==> src/hw/rtl/pld_ram.sv <==
// Generic simple dual-port RAM, one write and one registered read port.
// No dependencies.
`default_nettype none
module pld_ram #(
    parameter int WIDTH = 8,
    parameter int DEPTH = 64
) (
    input  wire logic                     clk,
    input  wire logic                     wr_en,
    input  wire logic [$clog2(DEPTH)-1:0] wr_addr,
    input  wire logic [WIDTH-1:0]         wr_data,
    input  wire logic                     rd_en,
    input  wire logic [$clog2(DEPTH)-1:0] rd_addr,
    output logic      [WIDTH-1:0]         rd_data
);
    logic [WIDTH-1:0] mem [DEPTH];

    always_ff @(posedge clk)
    begin
        if (wr_en)
        begin
            mem[wr_addr] <= wr_data;
        end
        if (rd_en)
        begin
            rd_data <= mem[rd_addr];
        end
    end
endmodule
`default_nettype wire

==> config.mk <==
export PLATFORM = sky130hd
export DESIGN_NAME = pld_ram
export DESIGN_NICKNAME = d
export VERILOG_FILES = /design/src/hw/rtl/pld_ram.sv
export SDC_FILE = /design/constraint.sdc
export NUM_CORES = 1
export LEC_CHECK = 0
export BUFFER_PORTS_ARGS = -buffer_cell sky130_fd_sc_hd__buf_4
export CAP_MARGIN = 15
export CORE_ASPECT_RATIO = 0.9
export CORE_MARGIN = 8
export CORE_UTILIZATION = 62
export DETAILED_ROUTE_END_ITERATION = 16
export MAX_ROUTING_LAYER = met4
export PLACE_DENSITY_LB_ADDON = 0.08
export RECOVER_POWER = 25
export SKIP_CTS_REPAIR_TIMING = 1
export SYNTH_ARGS = -nofsm -noshare
export SYNTH_HDL_FRONTEND = slang
export SYNTH_SLANG_ARGS = --single-unit
==> constraint.sdc <==
create_clock -name clk -period 2 [get_ports clk]
set_input_delay 0 -clock clk [delete_from_list [all_inputs] [get_ports clk]]
set_output_delay 0 -clock clk [all_outputs]
set_load 0.05 [all_outputs]
---- After elaboration in Yosys (flattened, before gate mapping) ----
Memories as Yosys holds them, arrays and structs flattened. A register that Yosys moved wholly into a read port is not among the register bits.
Index checks and enable logic that the tools add are counted.
word-level totals
  memories kept ........................... 1
  bits in registers ....................... 0
  word-level logic and storage cells ...... 3
  memory bits (writable) .................. 512
  input bits .............................. 23
  output and inout bits ................... 8
cells by class
  muxes and demuxes ....................... 2
memory list
  memory  words  width  read ports  clocked after memory_dff  write ports  line  source
  mem     64     8      1           1                         1            16    logic [WIDTH-1:0] mem [DEPTH];
operator list
  operator  number
  $mux 1    2

---- Logic depth before layout (Yosys ltp) ----
  depth after elaboration ................. 2
  mapped depth ............................ 9

---- Least setup slack after synthesis ----
OpenSTA, ideal clock, no wires.
  kind .................................... reg-to-reg
  from .................................... memory mem[29][4]
  to ...................................... register rd_data[4], read port of mem (data pin)
  arrival time ............................ 1.560 ns
  path buffers ............................ 0
  path slack .............................. 0.170 ns
  cell stages (with the launch flop) ...... 6
  cells stage by stage .................... edfxtp_1 mux4_2 mux2_2 o221a_2 nor3_1 o32ai_1
RTL lines
  element             line  source
  start: declaration  16
  end: declaration    14    output logic [WIDTH-1:0] rd_data

==> impl_metrics.yaml <==
timing:
  fmax_mhz: 493
  fin_ws_ns: -0.0300
  setup_tns_ns: -0.0413
  fin_crit_ns: 2.03
  hold_viol_final: 1
  tightestPinTransition_ns: 1.38
  fin_crit_sh_pct: 101
  relSlewSlack_pct: 7.71
  whs_ns: -0.00309
  setup_viol: 2
  maxSlewViolCount: 0
  rsz0062_at_grt: "true"
  finClkSkew_ns: 0.0113
drt:
  vias: 10154
  viasPerCell: 6.54
  drc: 0
  wire_per_inst_um: 29.0
  first_pass_iters: 7
  drt_wl_total_mm: 45.1
  drtIter0Drc: 1178
  antenna_left: 0
pwr:
  p_sw_share_pct: 20.7
  p_per_area_nw_per_um2: 966
  finalPower_mw: 22.6
  ir_drop_mv: 0.823
  p_leak_nw: 7.58
  p_seq_share_pct: 53.7
  clockPowerShare_pct: 40.8
  p_int_mw: 17.9
  power_frac_comb_pct: 5.5
  power.switching_mw: 4.68
global_route:
  antenna_found_initial: 1
  track_usage_pct: 24.5
  grt_overflow_total: 0
  grtUsageMet2_pct: 36.3
  grt_pass1_vias: 10453
  met3_usage_pct: 4.97
  met1_usage_pct: 34.6
  grt_max_degree: 65
  grt.busiest_layer: "met2"
  grt_pass1_wl_mm: 67.0
finish:
  multi_input_comb_area_um2: 4370
  fillers: 1844
  areaGrowthSynthToFinish_pct: 15.4
  design_area_um2: 23400
  drive_above_1_share_pct: 32.8
  register_area_um2: 15600
  nNetsFinal: 1118
floorplanning:
  core_region_area_um2: 32000
  pin_count: 31
  die_y_um: 187
  start_util_pct: 63.2
  row_count: 62
  die_w_um: 206
  die-area_um2: 38700
status:
  violations: "negative hold slack, negative setup slack"
  outcome: "finished, violations left"
synthesis:
  syn-cell-area_um2: 20200
  synth_nets: 963
  synth_top_family_by_area: "multiplexers"
  ys_seq_area_share_pct: 77.1
  async_reset_ff_share_pct: 0
  synth_fa_ha_area_share_pct: 0
  netlist.area_leader.share_pct: 77.1
  synth_area_leader_cell: "edfxtp_1"
  synth_edf_count: 520
  synth-seq-cells: 520
  ys.flop_type: "edfxtp_1"
  synth_cell_types: 39
  yosysMostFrequentCell: "edfxtp_1"
  syn_inst: 940
  yosys_warnings: 0
  synthSimpleGateAreaFrac_pct: 3.37
  synth_mux_area_share_pct: 15.9
  synthTopCellsByArea: "edfxtp_1 (77%), mux4_2 (14%), nor2_1 (1.5%), mux2i_1 (1.1%), mux2_2 (0.72%)"
  synthXorXnorAreaFrac_pct: 0
  synth-compound-area-share_pct: 2.06
  synthTopCellsByCount: "edfxtp_1 (520), mux4_2 (126), nor2_1 (83)"
  synth.avg_cell_area_um2: 21.5
placement:
  numPortBuffers: 30
  placed_area_um2: 21700
  routabilityCongestion: 0.827
  hpwl_mm: 28.5
clock_tree:
  cts_root_buf: "clkbuf_16"
  cts.reportedPaths.clkPinSlew_ns: 0.06
  cts_htree_levels: 2
  cts_made_buffers: 49
  clkLatencyLatePin_ns: 0.56
  clock_sinks: 520
  cts_tree: "yes"
  cts_buffer_depth: 3
setup_path:
  max_stage_delay_ns: 0.52
  cp.arrival_ns: 2.34
  slowest_stage: "mux4_2"
  crit_chain: "mux4_2 -> mux4_2 -> nor2_4 -> nor3_1 -> o2bb2ai_1"
  path_delay_family: "multiplexers"
  end_kind: "flop"
  crit_top_cell: "mux4_2"
  crit_buf_inv: 0
  critPathMaxFanout: 2
  startpoint: "mem[12][1]"
  cp.required_ns: 2.31
  criticalPathCategory: "reg2reg"
  r2r_start: "mem[12][1]"
  startpoint_type: "flop"
run:
  maxCapViolCount: 0
min_path:
  hp-start: "rd_addr[4]"
  hp-class: "in2reg"
[worst register-to-register path, delay by kind of cell (launching register included)]
family             cells  cell delay [ns]
and+or+nand+nor        2             0.25
AOI/OAI and AO/OA      1             0.14
muxes                  2             1.01
DFF                    1             0.36
[per-stage QoR]
stage               hold WS, ns  util (%)  setup slack [ns]  std cells
floorplan                0.0989         -             0.170        940
global placement          0.314      67.7            -0.305       1455
detailed placement        0.322      67.7            -0.352       1455
CTS                      -0.270      72.7            -0.230       1547
global route             0.0115      72.9           -0.0930       1553
finish                 -0.00309      72.9           -0.0300       1553
[state kept, by name, indices dropped and copies added (netlist names)]
register,count
mem,512
rd_data,8
[cell type report]
class / instances / area share, %
multi-input cells: 369 / 18.7
flip-flops and latches: 520 / 66.8
repair buffers: 155 / 5.41
clock inverters: 33 / 1.24
diodes: 1 / 0.0107
well taps: 416 / 2.23
clock buffers: 59 / 5.59
[cell families (layout without fill, tap and decap cells)]
group	count (synthesis)	in the layout
buf+inv	51	247
flops	520	520
other cells	0	1
simple gates	153	153
compound gates	54	54
mux	162	162
[cells in the final DEF, fill, tap and decap left out, types with 3 or more instances in the layout]
cell type and count:
a21oi_1 3, clkbuf_2 7, clkbuf_1 8, nor2b_1 14, nor2_1 80, nand3b_1 3
clkinv_1 9, clkinv_2 15, a22oi_1 3, mux4_2 126, buf_4 134, clkinvlp_4 3
dlygate4sd3_1 5, o2bb2ai_1 3, nor3_1 3, mux2i_1 23, nand2b_1 7, bufinv_16 5
nor2_4 3, a221oi_1 6, o221ai_1 8, edfxtp_1 520, nand2_1 19, clkbuf_16 51
mux2_2 13, o2111ai_1 3, buf_12 8, a211oi_1 4, nand3_1 13, o22ai_1 8
[routing by layer]
layer | share of wire [%] | up-vias
met4 | 2.4 | 0
met3 | 9.3 | 85
li1 | - | 4254
met2 | 48 | 511
met1 | 41 | 5304
met5 | 0 | -
[power by group through the flow]
stage               Sequential (mW)  Combinational [mW]  Clock [mW]
floorplan                      12.4               0.643           0
global placement               12.3                1.19           0
detailed placement             12.3                1.23           0
CTS                            12.1                1.23        9.30
global route                   12.1                1.33        9.72
finish                         12.1                1.25        9.21
[final timing paths]
check	depth (start not counted)	slack (ns)	to
min	3	-0.003	rd_data[2]
min reg2reg	3	0.93	rd_data[6]
max	5	-0.03	rd_data[1]
max reg2reg	5	-0.03	rd_data[1]
No activity file was read; power rests on OpenSTA's default activity.
