<file path="src/hw/rtl/pld_pkg.sv">
// Shared types and constants for the punycode label decoder.
// No dependencies; used by the interfaces, the divider and the top level.
`default_nettype none
package pld_pkg;

    localparam int CP_W  = 31;
    localparam int ST_W  = 3;
    localparam int DVD_W = 32;
    localparam int DVS_W = 10;

    typedef logic [ST_W-1:0] status_t;
    typedef logic [CP_W-1:0] point_t;

    localparam status_t ST_OK       = 3'd0;
    localparam status_t ST_BADCHAR  = 3'd1;
    localparam status_t ST_TRUNC    = 3'd2;
    localparam status_t ST_OVERFLOW = 3'd3;
    localparam status_t ST_TOOLONG  = 3'd4;

    localparam logic [7:0]  DASH      = 8'h2D;
    localparam point_t      LIMIT     = 31'h7FFF_FFFF;
    localparam logic [15:0] BASE      = 16'd36;
    localparam logic [4:0]  TMIN      = 5'd1;
    localparam logic [4:0]  TMAX      = 5'd26;
    localparam logic [5:0]  SKEW      = 6'd38;
    localparam logic [15:0] BIAS0     = 16'd72;
    localparam point_t      N0        = 31'd128;
    localparam logic [31:0] DELTA_MAX = 32'd455;

    // reciprocals, product >> 37: x/175 exact for x < 2^29, x/35 exact for x < 2^31
    // (damping by 700 is a shift by 2 followed by the division by 175)
    localparam logic [29:0] RECIP_175 = 30'd785365449;
    localparam logic [31:0] RECIP_35  = 32'd3926827243;

    typedef struct packed {
        logic              start;
        logic [DVD_W-1:0]  dividend;
        logic [DVS_W-1:0]  divisor;
    } div_req_t;

    typedef struct packed {
        logic              done;
        logic [DVD_W-1:0]  quotient;
        logic [DVS_W-1:0]  remainder;
    } div_rsp_t;

endpackage
`default_nettype wire

</file>
<file path="src/hw/rtl/pld_div.sv">
// Restoring divider, one quotient bit per cycle.
// Depends on pld_pkg.
`default_nettype none
module pld_div (
    input  wire logic              clk,
    input  wire logic              rst_n,
    input  wire pld_pkg::div_req_t req,
    output pld_pkg::div_rsp_t      rsp
);
    localparam int CNT_W = $clog2(pld_pkg::DVD_W);

    logic                      busy_reg, busy_next;
    logic                      done_reg, done_next;
    logic [CNT_W-1:0]          cnt_reg, cnt_next;
    logic [pld_pkg::DVD_W-1:0] q_reg, q_next;
    logic [pld_pkg::DVS_W-1:0] r_reg, r_next;
    logic [pld_pkg::DVS_W-1:0] d_reg, d_next;
    logic [pld_pkg::DVS_W:0]   r_shift;

    always_comb
    begin
        busy_next = busy_reg;
        done_next = 1'b0;
        cnt_next  = cnt_reg;
        q_next    = q_reg;
        r_next    = r_reg;
        d_next    = d_reg;
        r_shift   = {r_reg, q_reg[pld_pkg::DVD_W-1]};
        if (req.start)
        begin
            busy_next = 1'b1;
            cnt_next  = '0;
            q_next    = req.dividend;
            r_next    = '0;
            d_next    = req.divisor;
        end
        else if (busy_reg)
        begin
            if (r_shift >= {1'b0, d_reg})
            begin
                r_next = pld_pkg::DVS_W'(r_shift - {1'b0, d_reg});
                q_next = {q_reg[pld_pkg::DVD_W-2:0], 1'b1};
            end
            else
            begin
                r_next = r_shift[pld_pkg::DVS_W-1:0];
                q_next = {q_reg[pld_pkg::DVD_W-2:0], 1'b0};
            end
            cnt_next = cnt_reg + CNT_W'(1);
            if (cnt_reg == CNT_W'(pld_pkg::DVD_W - 1))
            begin
                busy_next = 1'b0;
                done_next = 1'b1;
            end
        end
    end

    always_ff @(posedge clk or negedge rst_n)
    begin
        if (!rst_n)
        begin
            busy_reg <= 1'b0;
            done_reg <= 1'b0;
            cnt_reg  <= '0;
        end
        else
        begin
            busy_reg <= busy_next;
            done_reg <= done_next;
            cnt_reg  <= cnt_next;
        end
    end

    always_ff @(posedge clk)
    begin
        q_reg <= q_next;
        r_reg <= r_next;
        d_reg <= d_next;
    end

    assign rsp.done      = done_reg;
    assign rsp.quotient  = q_reg;
    assign rsp.remainder = r_reg;
endmodule
`default_nettype wire
</file>
<file path="config.mk">
export PLATFORM = sky130hd
export DESIGN_NAME = pld_div
export DESIGN_NICKNAME = d
export VERILOG_FILES = /design/src/hw/rtl/pld_pkg.sv /design/src/hw/rtl/pld_div.sv
export SDC_FILE = /design/constraint.sdc
export NUM_CORES = 1
export LEC_CHECK = 0
export BUFFER_PORTS_ARGS = -buffer_cell sky130_fd_sc_hd__buf_2
export CAP_MARGIN = 20
export CORE_ASPECT_RATIO = 0.9
export CORE_MARGIN = 3
export CORE_UTILIZATION = 46
export DETAILED_ROUTE_END_ITERATION = 8
export GPL_ROUTABILITY_DRIVEN = 0
export GPL_TIMING_DRIVEN = 0
export HOLD_SLACK_MARGIN = 0.02
export PLACE_DENSITY = 0.72
export SETUP_SLACK_MARGIN = 0.3
export SLEW_MARGIN = 10
export SYNTH_ARGS = -nofsm -noshare
export SYNTH_HDL_FRONTEND = slang
export SYNTH_SLANG_ARGS = --single-unit
</file>
<file path="constraint.sdc">
create_clock -name clk -period 5 [get_ports clk]
set_input_delay 1 -clock clk [delete_from_list [all_inputs] [get_ports clk]]
set_output_delay 1 -clock clk [all_outputs]
set_load 0.1 [all_outputs]
</file>
Yosys cells after proc, flatten, opt, wreduce, memory -nomap -nowiden
Index checks and enable logic that the tools add are counted.
{"block": "word_totals", "reg_bits": 59, "inputBits": 45, "output_inout_bits": 43}
{"block": "classes", "n_addsub": 2, "n_lt_le_gt_ge": 1, "n_eq_ne": 1, "mux": 12, "n_reduce_logical": 1}
{"operator": "32-bit two-way mux", "count": 2}
{"operator": "11-bit by 10-bit >= comparator with 1-bit output", "count": 1}
{"operator": "10-bit two-way mux", "count": 1}
{"operator": "5-bit two-way mux", "count": 2}
{"operator": "10-bit subtractor", "count": 1}
{"operator": "1-bit two-way mux", "count": 7}
{"operator": "5-bit by 1-bit adder with 5-bit output (second input constant)", "count": 1}
{"operator": "5-bit equality test (second input constant)", "count": 1}
{"operator": "2-bit nonzero test", "count": 1}

Logic depth before layout (Yosys ltp)
{"block": "logic_depth", "depth_word": 4, "ltp_mapped": 10, "mapped_depth_nobuf": 10}

Least setup slack after synthesis
No wires, ideal clock.
{"block": "synth_timing", "kind": "register to register", "from": "register q_reg[31] (netlist bit)", "to": "register r_reg[0] (netlist bit)", "arrival_time_ns": 2.617, "setup_slack_ns": 2.297, "path_stages_with_launch": 9, "period_less_slack_ns": 2.703, "cell_sequence": "edfxtp_1 > inv_1 > ha_1 > nand2b_1 > a211o_1 > a31oi_4 > o21a_4 > mux2_2 > a211oi_1"}
{"block": "synth_between", "elab_chain_len": 2, "word_cells_on_any_way": 3, "classes_between": "add/sub: 1; order compare: 1; mux: 1"}
{"element": "from (decl)", "line_no": "pld_div.sv:15", "rtl": "logic [pld_pkg::DVD_W-1:0] q_reg, q_next;"}
{"element": "from (signal assigned)", "line_no": "pld_div.sv:76", "rtl": "q_reg <= q_next;"}
{"element": "10-bit subtractor or 11-bit by 10-bit >= comparator with 1-bit output (tied branches)", "line_no": "pld_div.sv:41, pld_div.sv:39"}
{"element": "10-bit two-way mux (*)", "line_no": "pld_div.sv:39", "rtl": "if (r_shift >= {1'b0, d_reg})"}
{"element": "to (signal assigned)", "line_no": "pld_div.sv:77", "rtl": "r_reg <= r_next;"}
{"element": "to (decl)", "line_no": "pld_div.sv:16", "rtl": "logic [pld_pkg::DVS_W-1:0] r_reg, r_next;"}
Mark *: on every way between the ends. The rest lies on a longest branch, timed or not.
A chain may end at the register's enable or synchronous reset.

Worst setup path in the final report
{"block": "layout_timing", "from": "input req[42] (netlist bit)", "to": "register q_reg[0] (netlist bit) (enable)"}
{"block": "layout_between", "elab_chain_len": 1}
{"element": "from (decl)", "line_no": "pld_div.sv:7", "rtl": "input wire pld_pkg::div_req_t req,"}
{"element": "2-bit nonzero test (no line)"}
Every way passes these cells.

==> out/metrics.yaml <==
setup_viol: 0
cts_buffer_depth: 2
p_leak_uw: 0.00167
worst-path-max-fanout: 32
grt_pass1_wl_um: 9890
wl_met3_um: 316
cts_made_buffers: 9
rsz0062_at_grt: "false"
yosysTopAreaCell: "edfxtp_1"
viasPerCell: 4.97
rows: 27
ios: 88
dpl.hpwl_um: 4440
synth_cell_types: 39
synthTopCellsByArea: "edfxtp_1, mux2_2, dfxtp_1"
synthCells: 229
cts.sinks: 59
dieHeight_um: 82.0
dieWidth_um: 90.4
cp.arrival_ns: 2.68
cellPowerDensity_mw_per_mm2: 396
crit_path_start_kind: "primary input"
port_buffers: 87
min_period_over_period_pct: 54.5
maxCapViolCount: 0
avgRoutedWirePerCell_um: 14.5
period_needed_ns: 2.73
grt_pass1_vias: 2006
antenna_cells: 0
cts_root_buf: "clkbuf_8"
drt-met1-wl_um: 2860
design_area_mm2: 0.00373
yosys.area.top_type_share_pct: 42.7
drt-total-wl_um: 6080
dpl_cell_area_mm2: 0.00349
seq_area_frac_synth_pct: 55.5
ant_nets: 0
ys_ff_latch: 59
synth.most_common_cell: "edfxtp_1"
layout-drive-gt1-share_pct: 42.5
core-area_mm2: 0.00618
synth_area_mm2: 0.00295
synthesis.nets: 287
nets: 385
yosysWarnings: 0
drt_iter0_drc: 118
clk_latency_ns: 0.33
cp.required_ns: 4.96
cts_setup_buffers: 0
die_area_mm2: 0.00741
synthArstFlopShare_pct: 11.9
hp-class: "in -> async"
grt_overflow_total: 0
drc: 0
max-slew-margin-rel_pct: 50.6
status: "complete, no violations"
finalHoldViolCount: 0
worstSetupEndpointType: "flop"
timing.fmax_mhz: 367
synth_enable_flop_cells: 42
grt_max_degree: 33
maxSlewViolCount: 0
cts_tree: "done"
cts_max_level: 3
vias: 2084
grt_usage_pct: 17.3
first_pass_iters: 4
initial_utilization_pct: 47.7
crit_type: "in -> reg"
antenna_found_initial: 0
clk_pin_slew_ns: 0.07
synth_flop_cell: "edfxtp_1"
clock_skew_ns: 0.00640
largest_reg_flops: 32
wl_met2_um: 2850
peakVddDrop_mv: 0.220
avgSynthCellArea_um2: 12.9
yosys-top-cells-count: "edfxtp_1, mux2_2, nor2_1"
top_layer: "met4"
hold_buffers: 0
tns_ns: 0
tightest_slew_ns: 0.742
cts_resized: 0
syn2layout_area_growth_pct: 26.3
final cells by class:
type / count / area [um^2]
fillers: 530 / 2460
repair buffers: 87 / 435
clock inverters: 6 / 104
clock buffers: 10 / 128
well taps: 87 / 109
inverters: 12 / 45.0
multi-input cells: 147 / 1210
flip-flops and latches: 59 / 1640
plain buffers: 11 / 61.3
cell families after synthesis:
group / Yosys count / synth area share, %
compound gates: 32 / 8.06
flops: 59 / 55.5
buf+inv: 23 / 3.60
fa+ha+maj: 13 / 5.77
xor+xnor: 9 / 2.67
mux: 44 / 16.3
simple gates: 49 / 8.10
routing by layer:
layer  vias to the layer above  track usage, %
met5                         -               0
met4                         0            5.50
met3                         5            5.13
met2                        51            28.9
met1                       990            21.9
li1                       1038               -
metrics by stage:
stage	worst slack (ns)	total power (uW)	hold slack [ns]	cells	utilization [%]
global placement	1.88	972	0.509	403	56.5
floorplan	2.30	908	0.493	229	-
CTS	2.22	1490	0.473	419	60.3
finish	2.27	1480	0.490	419	60.3
detailed placement	1.87	976	0.513	403	56.5
global route	2.11	1530	0.479	419	60.3
report_power, final:
| group | switching (uW) | internal, uW |
|---|---|---|
| clock | 182 | 328 |
| combinational | 291 | 88.1 |
| sequential | 19.7 | 568 |
placed cells by master (no fill, tap or decap), drive strengths merged, types with 5 or more instances in the layout:
cell type	count
a211oi	9
a21oi	8
buf	89
clkbuf	19
dfrtp	7
dfxtp	10
edfxtp	42
ha	12
inv	12
mux2	33
mux2i	11
nand2	6
nand2b	7
nor2	20
xnor2	5
worst paths after layout:
check / from / end / slack (ns) / cells after the start
max: req[42] / q_reg[0]$_DFFE_PP_ / 2.27 / 4
min: rst_n / cnt_reg[2]$_DFFE_PN0P_ / 0.49 / 1
max reg2reg: q_reg[31]$_DFFE_PP_ / r_reg[8]$_SDFFE_PP0P_ / 2.53 / 10
min reg2reg: r_reg[7]$_SDFFE_PP0P_ / r_reg[7]$_SDFFE_PP0P_ / 0.52 / 2
max in group asynchronous: rst_n / cnt_reg[0]$_DFFE_PN0P_ / 4.35 / 1
min in group clk: r_reg[7]$_SDFFE_PP0P_ / r_reg[7]$_SDFFE_PP0P_ / 0.52 / 2
critical path, stage by stage:
cell	delay [ns]
buf_2	0.25
clkbuf_1	0.28
clkbuf_1	0.44
or2_2	0.70
No activity file was read; power rests on OpenSTA's default activity.
